**src/hdl/lcdws_pkg.sv**
```systemverilog
`timescale 1ns / 1ps
// ----------------------------------------------------------------------------
// lcdws_pkg
// Shared widths, codes and types for the character LCD write sequencer.
// ----------------------------------------------------------------------------
package lcdws_pkg;

  // Width of the enable pulse tick counter; a pulse phase ends before it is full.
  localparam int COUNT_WIDTH = 16;
  // Compare width wide enough for the counter plus one and for a 16-bit limit.
  localparam int CMP_WIDTH   = ((COUNT_WIDTH > 16) ? COUNT_WIDTH : 16) + 1;

  localparam int CFG_DATA_WIDTH = 16;
  localparam int CFG_ADDR_WIDTH = 3;
  localparam int SETTLE_WIDTH   = 17;

  // Configuration register indexes.
  localparam logic [CFG_ADDR_WIDTH-1:0] REG_BUS_WIDTH_EIGHT      = 3'd0;
  localparam logic [CFG_ADDR_WIDTH-1:0] REG_NIBBLE_ON_UPPER_PINS = 3'd1;
  localparam logic [CFG_ADDR_WIDTH-1:0] REG_ENABLE_HIGH_TICKS    = 3'd2;
  localparam logic [CFG_ADDR_WIDTH-1:0] REG_ENABLE_LOW_TICKS     = 3'd3;
  localparam logic [CFG_ADDR_WIDTH-1:0] REG_CHAR_SETTLE_TICKS    = 3'd4;
  localparam logic [CFG_ADDR_WIDTH-1:0] REG_CMD_SETTLE_TICKS     = 3'd5;
  localparam logic [CFG_ADDR_WIDTH-1:0] REG_CLEAR_EXTRA_TICKS    = 3'd6;

  // The display's clear command carries an extra settle time.
  localparam logic [7:0] CLEAR_CMD = 8'h01;

  // One result beat, rs_pin in the lowest bit.
  typedef struct packed {
    logic       dropped;
    logic       busy_res;
    logic [7:0] data_pins;
    logic       en_pin;
    logic       rs_pin;
  } lcdws_result_t;

  localparam int RESULT_WIDTH = $bits(lcdws_result_t);
  localparam int OUT_TDATA_WIDTH = ((RESULT_WIDTH + 7) / 8) * 8;

endpackage

```
**src/hdl/lcdws_sequencer.sv**
```systemverilog
`timescale 1ns / 1ps
// ----------------------------------------------------------------------------
// lcdws_sequencer
// Configuration registers, phase state and tick counter; works out the pin
// levels after each tick or write request in a single pass.
// ----------------------------------------------------------------------------
module lcdws_sequencer
  import lcdws_pkg::*;
(
  input  logic                      clk,
  input  logic                      rst,
  input  logic                      cfg_wr_en,
  input  logic [CFG_ADDR_WIDTH-1:0] cfg_addr,
  input  logic [CFG_DATA_WIDTH-1:0] cfg_wdata,
  input  logic                      step,
  input  logic                      func,
  input  logic [7:0]                byte_value,
  input  logic                      is_data,
  output lcdws_result_t             result
);

  localparam logic [1:0] PH_IDLE   = 2'd0;
  localparam logic [1:0] PH_HIGH   = 2'd1;
  localparam logic [1:0] PH_LOW    = 2'd2;
  localparam logic [1:0] PH_SETTLE = 2'd3;

  localparam logic [CMP_WIDTH-1:0] COUNT_FULL =
    CMP_WIDTH'((64'd1 << COUNT_WIDTH) - 64'd1);

  logic        bus_width_eight;
  logic        nibble_on_upper_pins;
  logic [15:0] enable_high_ticks;
  logic [15:0] enable_low_ticks;
  logic [15:0] char_settle_ticks;
  logic [15:0] cmd_settle_ticks;
  logic [15:0] clear_extra_ticks;

  logic [1:0]              phase, phase_next;
  logic                    second_nibble_pending, second_nibble_pending_next;
  logic [COUNT_WIDTH-1:0]  tick_count, tick_count_next;
  logic [7:0]              held_byte, held_byte_next;
  logic                    held_select, held_select_next;
  logic [SETTLE_WIDTH-1:0] settle_length, settle_length_next;

  logic [CMP_WIDTH-1:0]    count_inc;
  logic [15:0]             pulse_limit;
  logic                    pulse_done;
  logic [SETTLE_WIDTH-1:0] settle_load;
  logic [SETTLE_WIDTH-1:0] settle_dec;
  logic [3:0]              nibble;
  logic                    dropped;

  always_ff @(posedge clk) begin
    if (rst) begin
      bus_width_eight      <= 1'b1;
      nibble_on_upper_pins <= 1'b1;
      enable_high_ticks    <= 16'd2;
      enable_low_ticks     <= 16'd2;
      char_settle_ticks    <= 16'd1;
      cmd_settle_ticks     <= 16'd2;
      clear_extra_ticks    <= 16'd5;
    end else if (cfg_wr_en) begin
      unique case (cfg_addr)
        REG_BUS_WIDTH_EIGHT:      bus_width_eight      <= cfg_wdata[0];
        REG_NIBBLE_ON_UPPER_PINS: nibble_on_upper_pins <= cfg_wdata[0];
        REG_ENABLE_HIGH_TICKS:    enable_high_ticks    <= cfg_wdata;
        REG_ENABLE_LOW_TICKS:     enable_low_ticks     <= cfg_wdata;
        REG_CHAR_SETTLE_TICKS:    char_settle_ticks    <= cfg_wdata;
        REG_CMD_SETTLE_TICKS:     cmd_settle_ticks     <= cfg_wdata;
        REG_CLEAR_EXTRA_TICKS:    clear_extra_ticks    <= cfg_wdata;
        default: ;
      endcase
    end
  end

  // A pulse phase ends when the limit is reached or the counter is full; a
  // limit of zero therefore behaves as one.
  assign count_inc   = CMP_WIDTH'(tick_count) + CMP_WIDTH'(1);
  assign pulse_limit = (phase == PH_HIGH) ? enable_high_ticks : enable_low_ticks;
  assign pulse_done  = (count_inc >= CMP_WIDTH'(pulse_limit)) || (count_inc >= COUNT_FULL);

  always_comb begin
    if (is_data) begin
      settle_load = bus_width_eight ? SETTLE_WIDTH'(char_settle_ticks) : '0;
    end else begin
      settle_load = SETTLE_WIDTH'(cmd_settle_ticks) +
                    ((byte_value == CLEAR_CMD) ? SETTLE_WIDTH'(clear_extra_ticks) : '0);
    end
  end

  assign settle_dec = (settle_length != '0) ? settle_length - SETTLE_WIDTH'(1) : settle_length;

  always_comb begin
    phase_next                 = phase;
    second_nibble_pending_next = second_nibble_pending;
    tick_count_next            = tick_count;
    held_byte_next             = held_byte;
    held_select_next           = held_select;
    settle_length_next         = settle_length;
    dropped                    = 1'b0;
    if (func) begin
      if (phase != PH_IDLE) begin
        dropped = 1'b1;
      end else begin
        held_byte_next             = byte_value;
        held_select_next           = is_data;
        second_nibble_pending_next = ~bus_width_eight;
        settle_length_next         = settle_load;
        tick_count_next            = '0;
        phase_next                 = PH_HIGH;
      end
    end else begin
      unique case (phase)
        PH_HIGH: begin
          tick_count_next = pulse_done ? '0 : count_inc[COUNT_WIDTH-1:0];
          if (pulse_done) begin
            phase_next = PH_LOW;
          end
        end
        PH_LOW: begin
          tick_count_next = pulse_done ? '0 : count_inc[COUNT_WIDTH-1:0];
          if (pulse_done) begin
            if (second_nibble_pending) begin
              second_nibble_pending_next = 1'b0;
              phase_next                 = PH_HIGH;
            end else if (settle_length == '0) begin
              phase_next = PH_IDLE;
            end else begin
              phase_next = PH_SETTLE;
            end
          end
        end
        PH_SETTLE: begin
          settle_length_next = settle_dec;
          if (settle_dec == '0) begin
            phase_next = PH_IDLE;
          end
        end
        default: ;
      endcase
    end
  end

  always_ff @(posedge clk) begin
    if (rst) begin
      phase                 <= PH_IDLE;
      second_nibble_pending <= 1'b0;
      tick_count            <= '0;
      held_byte             <= '0;
      held_select           <= 1'b0;
      settle_length         <= '0;
    end else if (step) begin
      phase                 <= phase_next;
      second_nibble_pending <= second_nibble_pending_next;
      tick_count            <= tick_count_next;
      held_byte             <= held_byte_next;
      held_select           <= held_select_next;
      settle_length         <= settle_length_next;
    end
  end

  // The high nibble shows only while the first of the two pulses is running.
  assign nibble = second_nibble_pending_next ? held_byte_next[7:4] : held_byte_next[3:0];

  always_comb begin
    result.rs_pin   = held_select_next;
    result.en_pin   = (phase_next == PH_HIGH);
    result.busy_res = (phase_next != PH_IDLE);
    result.dropped  = dropped;
    if (bus_width_eight) begin
      result.data_pins = held_byte_next;
    end else if (nibble_on_upper_pins) begin
      result.data_pins = {nibble, 4'b0000};
    end else begin
      result.data_pins = {4'b0000, nibble};
    end
  end

endmodule

```
**src/hdl/char_lcd_write_sequencer_unit.sv**
```systemverilog
`timescale 1ns / 1ps
// ----------------------------------------------------------------------------
// char_lcd_write_sequencer_unit
// Character LCD parallel write controller with stream ports and a two-entry
// output buffer.
// ----------------------------------------------------------------------------
// Each input beat is either one time tick or a request to write a byte to the
// display as a command or as character data, and each produces exactly one
// output beat carrying the RS, EN and data pin levels that hold after it,
// together with a busy flag and a flag that marks a write refused because a
// transfer or settle wait was still running. The unit accepts one beat per
// clock while the skid entry is empty. Each result is worked out in a single
// combinational pass through the phase and tick counter logic and is then
// registered. A two-entry output buffer keeps the input side taking beats
// while one finished result waits to be taken, so the input stalls only
// when two results are held. Configuration writes take effect at once and
// are meant to be made while the unit is idle.
// ----------------------------------------------------------------------------
module char_lcd_write_sequencer_unit
  import lcdws_pkg::*;
(
  input  logic                       clk,
  input  logic                       rst,
  // Configuration write port.
  input  logic                       cfg_wr_en,
  input  logic [CFG_ADDR_WIDTH-1:0]  cfg_addr,
  input  logic [CFG_DATA_WIDTH-1:0]  cfg_wdata,
  // Input stream.
  input  logic                       s_axis_tvalid,
  output logic                       s_axis_tready,
  input  logic [7:0]                 s_axis_tdata,  // [7:0] byte_value
  input  logic [1:0]                 s_axis_tuser,  // [0] func, [1] is_data
  // Output stream.
  output logic                       m_axis_tvalid,
  input  logic                       m_axis_tready,
  // [0] rs_pin, [1] en_pin, [9:2] data_pins, [10] busy_res, [11] dropped,
  // upper bits zero.
  output logic [OUT_TDATA_WIDTH-1:0] m_axis_tdata
);

  logic          in_accept;
  logic          out_take;
  lcdws_result_t step_result;

  // Output register and the skid entry behind it.
  logic          out_valid;
  lcdws_result_t out_data;
  logic          skid_valid;
  lcdws_result_t skid_data;

  assign s_axis_tready = ~skid_valid;
  assign in_accept     = s_axis_tvalid & s_axis_tready;
  assign out_take      = out_valid & m_axis_tready;

  lcdws_sequencer u_sequencer (
    .clk        (clk),
    .rst        (rst),
    .cfg_wr_en  (cfg_wr_en),
    .cfg_addr   (cfg_addr),
    .cfg_wdata  (cfg_wdata),
    .step       (in_accept),
    .func       (s_axis_tuser[0]),
    .byte_value (s_axis_tdata),
    .is_data    (s_axis_tuser[1]),
    .result     (step_result)
  );

  // When the skid entry is full the input is stalled, so a taken output beat
  // is refilled from the skid entry; otherwise a new result goes to the output
  // register if it is free or being emptied, and to the skid entry if not.
  always_ff @(posedge clk) begin
    if (rst) begin
      out_valid  <= 1'b0;
      skid_valid <= 1'b0;
    end else if (out_take) begin
      if (skid_valid) begin
        out_valid  <= 1'b1;
        skid_valid <= 1'b0;
      end else begin
        out_valid <= in_accept;
      end
    end else if (in_accept) begin
      if (out_valid) begin
        skid_valid <= 1'b1;
      end else begin
        out_valid <= 1'b1;
      end
    end
  end

  always_ff @(posedge clk) begin
    if (out_take) begin
      if (skid_valid) begin
        out_data <= skid_data;
      end else if (in_accept) begin
        out_data <= step_result;
      end
    end else if (in_accept) begin
      if (out_valid) begin
        skid_data <= step_result;
      end else begin
        out_data <= step_result;
      end
    end
  end

  assign m_axis_tvalid = out_valid;
  assign m_axis_tdata  = OUT_TDATA_WIDTH'(out_data);

endmodule

```
**config.mk**
```make
export PLATFORM = sky130hd
export DESIGN_NAME = char_lcd_write_sequencer_unit
export DESIGN_NICKNAME = d
export VERILOG_FILES = /design/src/hdl/lcdws_pkg.sv /design/src/hdl/lcdws_sequencer.sv /design/src/hdl/char_lcd_write_sequencer_unit.sv
export SDC_FILE = /design/constraint.sdc
export NUM_CORES = 1
export LEC_CHECK = 0
export ABC_CLOCK_PERIOD_IN_PS = 4600
export BUFFER_PORTS_ARGS = -buffer_cell sky130_fd_sc_hd__buf_4
export CORE_UTILIZATION = 44
export CTS_BUF_LIST = sky130_fd_sc_hd__clkbuf_16
export CTS_CLUSTER_DIAMETER = 120
export DETAILED_ROUTE_END_ITERATION = 12
export PLACE_DENSITY = 0.64
export SYNTH_ARGS = -nofsm -noshare
export SYNTH_HDL_FRONTEND = slang
export SYNTH_SLANG_ARGS = --single-unit
```
**constraint.sdc**
```tcl
create_clock -name clk -period 4.6 [get_ports clk]
set_input_delay 0.46 -clock clk [delete_from_list [all_inputs] [get_ports clk]]
set_output_delay 0.46 -clock clk [all_outputs]
set_load 0.1 [all_outputs]
```
After elaboration in Yosys (flattened, before gate mapping)
Cells that the tools add are included.
{"block": "word_totals", "register_bits": 153, "latch_bits": 0, "ram_bits": 0, "rom_bits": 0, "output_inout_bits": 18, "mem_count": 0}
{"block": "op_classes", "addsub": 3, "n_mul": 0, "div_mod_pow": 0, "magnitude_cmp": 2, "eq_ne": 13, "shifts": 0, "n_mux": 41, "bitwise_logic": 5, "reduce_logical": 25}
{"op": "2-to-1 mux 16 bit", "count": 7}
{"op": "2-to-1 mux 17 bit", "count": 5}
{"op": "2-to-1 mux 12 bit", "count": 5}
{"op": "zero test 17 bit", "count": 2}
{"op": "2-to-1 mux 8 bit", "count": 4}
{"op": "adder 16 x 1 -> 17 bit, second input constant", "count": 1}
{"op": "adder 16 x 17 -> 17 bit", "count": 1}
{"op": ">= comparator 17 x 16 -> 1 bit", "count": 1}
{"op": ">= comparator 17 x 16 -> 1 bit, second input constant", "count": 1}
{"op": "nonzero test 17 bit", "count": 1}
{"op": "subtractor 17 x 1 -> 17 bit, second input constant", "count": 1}
{"op": "AND reduction 2 bit", "count": 8}
{"op": "2-to-1 mux 2 bit", "count": 7}
{"op": "AND reduction 3 bit", "count": 4}
{"op": "nonzero test 2 bit", "count": 6}
{"op": "2-to-1 mux 1 bit", "count": 11}
{"op": "== test 3 bit, second input constant", "count": 3}
{"op": "== test 8 x 1 -> 1 bit, second input constant", "count": 1}
{"op": "== test 3 x 2 -> 1 bit, second input constant", "count": 2}
{"op": "case mux 2 bit (3 select lines)", "count": 1}
{"op": "== test 2 x 1 -> 1 bit, second input constant", "count": 2}
{"op": "== test 2 bit, second input constant", "count": 2}
{"op": "2-to-1 mux 4 bit", "count": 1}
{"op": "!= test 2 bit, second input constant", "count": 2}
{"op": "other kinds (6)", "count": 10}

Longest topological paths before layout
{"block": "logic_depth", "ltp_word": 13, "depth_mapped": 17, "ltp_nobuf": 15}

Hierarchy
Synthesis repeated with hierarchy kept, for this count alone.
{"block": "unflattened", "hier_cells": 1072, "hier_area_um2": 8846.0}
{"mod": "lcdws_sequencer", "n_inst": 1, "cells_each": 1015, "area_per_inst_um2": 7798.7, "seq_area_each_um2": 2542.4}
{"mod": "char_lcd_write_sequencer_unit", "n_inst": 1, "cells_each": 57, "area_per_inst_um2": 1047.3, "seq_area_each_um2": 760.7}

Worst setup path before layout
Ideal clock, no wire load.
{"block": "synth_path", "path_kind": "register to register", "start": "reg u_sequencer.tick_count[0]", "end": "reg u_sequencer.tick_count[0]", "setup_ns": 0.065, "t_arrival_ns": 4.164, "required_ns": 4.535, "setup_slack_ns": 0.371, "path_stages_with_launch": 18, "n_path_buf": 2, "synth_period_minus_slack_ns": 4.229, "cell_sequence": "dfxtp_1 ha_1 clkbuf_1 nand3_1 nor2_1 and3_1 xor2_1 ha_1 a21oi_1 o21ai_0 a2111o_1 a211oi_1 nor2_1 or4_1 nor3_1 clkbuf_1 mux2i_1 nor2_1"}
{"block": "synth_between", "elab_chain_cells": 6, "word_cells_on_any_way": 7, "cone_classes": "add/sub: 1; order compare: 2; mux: 3; reduce/logical: 1"}
{"item": "from (decl)", "line": "lcdws_sequencer.sv:40", "rtl": "logic [COUNT_WIDTH-1:0] tick_count, tick_count_next;"}
{"item": "from (signal assigned)", "line": "lcdws_sequencer.sv:155", "rtl": "tick_count <= tick_count_next;"}
{"item": "adder 16 x 1 -> 17 bit (*)", "line": "lcdws_sequencer.sv:78", "rtl": "assign count_inc = CMP_WIDTH'(tick_count) + CMP_WIDTH'(1);"}
{"item": ">= comparator 17 x 16 -> 1 bit", "line": "lcdws_sequencer.sv:80", "rtl": "assign pulse_done = (count_inc >= CMP_WIDTH'(pulse_limit)) || (count_inc >= COUNT_FULL);"}
{"item": "logical OR 1 bit", "line": "lcdws_sequencer.sv:80"}
{"item": "2-to-1 mux 16 bit (*)", "line": "lcdws_sequencer.sv:115, lcdws_sequencer.sv:121"}
{"item": "2-to-1 mux 16 bit (*)"}
{"item": "2-to-1 mux 16 bit (*)", "line": "lcdws_sequencer.sv:101", "rtl": "if (func) begin"}
Mark *: on every way between the ends. The rest lies on a longest branch, timed or not. The select of a mux whose other input is x is not followed.
A chain may end at the register's enable or synchronous reset.

==> results.toml <==
[die]
start_util_pct = 45.3
core_area_um2 = 18900
die_area_um2 = 20000
die_h_um = 141
rows = 50
ios = 52
die_w_um = 141

[sta]
slew_headroom_pct = 44.0
max_freq_mhz = 235
period_share_pct = 92.3
rsz0062_at_grt = "false"
setup_viol_count_final = 0
tns_ns = 0
finalHoldViolCount = 0
period_needed_ns = 4.25
setup_ws_ns = 0.352
clock_skew_ns = 0.00763
tightest_slew_ns = 0.840
drv_slew = 0

[cts]
postCtsHoldBufs = 0
clock_latency_ns = 0.43
cts.clk_slew.worst_paths_ns = 0.07
clockRootBuffer = "clkbuf_16"
cts_tree = "built"
cts_made_buffers = 17
h-tree-depth = 4
clock-sinks = 153
cts_buffer_depth = 2

[placed_design]
place.gp.congestion = 0.908
dpl.hpwl_mm = 16.0
dp_slack_ns = 0.343
port_buffers = 47
dp.cells = 1328

[flow_run]
drv_cap = 0

[detailed_routing]
dr.pass1.iters = 6
avgRoutedWirePerCell_um = 16.8
viasPerCell = 5.61
drc = 0
postRouteAntennaNets = 0
drtIter0Drc = 616
vias = 7635
drt-total-wl_mm = 22.8

[power]
intPower_mw = 2.32
pwr-share-clk_pct = 38.8
totalPowerFinal_mw = 3.40
power.leakage_nw = 3.77
switching_power_mw = 1.08
pwr-share-comb_pct = 18.2
switching_share_pct = 31.7
peakVddDrop_v = 0.000283
p_seq_share_pct = 43.0
p_per_area_nw_per_um2 = 352

[critical_path]
path_cells = "ha_1 > nand3_1 > nor2_1 > and3_1 > xor2_1 > ha_1 > a21oi_1 > o21ai_0 > a2111o_1 > a211oi_1 > o21ai_0 > o21ai_1 > and3_2 > o32ai_1 > mux2_2"
cp_data_arrival_time_ns = 4.44
critical_path_class = "flip-flop to flip-flop"
crit_slowest_cell = "dfxtp_1"
cp_max_fo = 9
cp.required_ns = 4.79
end_kind = "flip-flop"
critPathLaunchType = "flip-flop"
max_stage_delay_ns = 0.46

[yosys]
synth_edf_count = 24
synthTopCellsByArea = "dfxtp_1, nand2_1, edfxtp_1"
synth_common_cells = "nand2_1, dfxtp_1, a21oi_1"
synth_area_um2 = 8550
postSynth.asyncResetShare_pct = 0
synth_top_cell_by_area = "dfxtp_1"
synthCells = 1063
yosysWarnings = 0
synth_top_area_share_pct = 30.2
ys_types = 67
synth-seq-cells = 153
ys_seq_area_share_pct = 38.6
yosysMostFrequentCell = "nand2_1"
avgSynthCellArea_um2 = 8.05
ys.flop_type = "dfxtp_1"

[layout]
drive_gt1_share_pct = 11.0
area_delta_synth_final_pct = 12.9
n_fill_cell = 1873
fin_cells = 1360
final_nets = 1163
diodes = 0

[global_routing]
grt_pass1_vias = 7064
grt_pass1_wl_mm = 37.2
grt_max_degree = 76
grt-ovfl-total = 0
antenna_found_initial = 0
grt_util_all_layers_pct = 23.6

[status]
outcome = "finished clean"

[hold_path]
holdCritPathClass = "primary input to flip-flop"
[flip-flops by register name, indices dropped and copies added, names as in the netlist, 2 cells and up]
signal and cells:
m_axis_tdata 12, skid_data 12, u_sequencer.char_settle_ticks 16, u_sequencer.clear_extra_ticks 16
u_sequencer.cmd_settle_ticks 16, u_sequencer.enable_high_ticks 16, u_sequencer.enable_low_ticks 16, u_sequencer.held_byte 8
u_sequencer.phase 2, u_sequencer.settle_length 17, u_sequencer.tick_count 16
[cell families after synthesis]
logic type	share of synthesized area (%)
xor gates and xnor gates	2.46
AOI/OAI and AO/OA	18.5
and+or+nand+nor	24.8
other	0.0438
buffers and inverters	4.39
DFF	38.6
adders and majority gates	6.23
muxes	4.96
[layer usage]
layer | global-route usage, % | up-vias | share of wire, % | wire (um)
met5 | 0 | - | 0 | 0
met4 | 8.26 | 0 | 2.0 | 455
met3 | 3.85 | 41 | 5.0 | 1140
met2 | 37.1 | 218 | 45 | 10200
met1 | 32.8 | 3575 | 48 | 10900
li1 | - | 3801 | - | -
[final cells by class]
type	instances	area [um2]	area share, %
Clock inverter	15	118	1.22
Sequential cell	153	3300	34.2
Timing Repair Buffer	67	503	5.21
Tap cell	260	325	3.37
Multi-Input combinational cell	823	4890	50.6
Clock buffer	17	425	4.41
Inverter	25	93.8	0.972
[final timing paths]
check | cells past startpoint | to | slack, ns | from
max | 15 | m_axis_tdata[7]$_DFFE_PP_ | 0.35 | u_sequencer.tick_count[1]$_SDFFE_PP0P_
min | 2 | skid_valid$_SDFFE_PP0P_ | 0.22 | m_axis_tready
max reg2reg | 15 | m_axis_tdata[7]$_DFFE_PP_ | 0.35 | u_sequencer.tick_count[1]$_SDFFE_PP0P_
min reg2reg | 2 | u_sequencer.clear_extra_ticks[3]$_SDFFE_PP0P_ | 0.45 | u_sequencer.clear_extra_ticks[3]$_SDFFE_PP0P_
[critical path, delay by kind of cell, from the launching register on]
family                     cells  cell delay (ns)
AOI/OAI and AO/OA              7             1.61
and+or+nand+nor                4             0.94
adders and majority gates      2             0.50
DFF                            1             0.46
muxes                          1             0.29
xor gates and xnor gates       1             0.21
[timing repair]
action	CTS	global route
buffers inserted	0	0
endpoints found under the hold margin	0	0
setup endpoints to repair	0	7
resized for setup	0	1
[per-stage QoR]
stage / util, % / instance area [um2] / hold slack (ns)
3_5_place_dp: 48.2 / 9110 / 0.444
4_1_cts: 51.1 / 9650 / 0.205
6_report: 51.1 / 9650 / 0.217
3_3_place_gp: 48.2 / 9110 / 0.438
2_1_floorplan: - / 8560 / 0.432
5_1_grt: 51.1 / 9650 / 0.213
[cells in the final DEF, fill, tap and decap left out, types with 7 or more instances in the layout]
cell type	Yosys	layout
xnor2_1	14	14
clkbuf_16	0	17
a21oi_1	111	111
and3_1	8	7
buf_4	4	67
nand3_1	20	20
o21ai_0	39	39
inv_1	25	25
nor3_1	26	26
or4_1	7	7
mux2i_1	33	33
a22oi_1	17	17
mux2_2	7	7
nor4_1	9	9
edfxtp_1	24	24
nand4_1	10	10
nor2b_1	9	9
nand3b_1	11	11
ha_1	41	41
nand2b_1	15	15
nor2_1	93	93
dfxtp_1	129	129
xor2_1	10	10
nand2_1	207	207
a211oi_1	19	19
a31oi_1	11	11
and2_1	17	17
[power by group through the flow]
stage	registers, mW	logic (mW)	clock network (mW)
2_1_floorplan	1.57	0.374	0
3_3_place_gp	1.49	0.609	0
3_5_place_dp	1.49	0.613	0
4_1_cts	1.46	0.616	1.34
5_1_grt	1.47	0.676	1.39
6_report	1.46	0.620	1.32
Power figures use the tool's default switching activity.
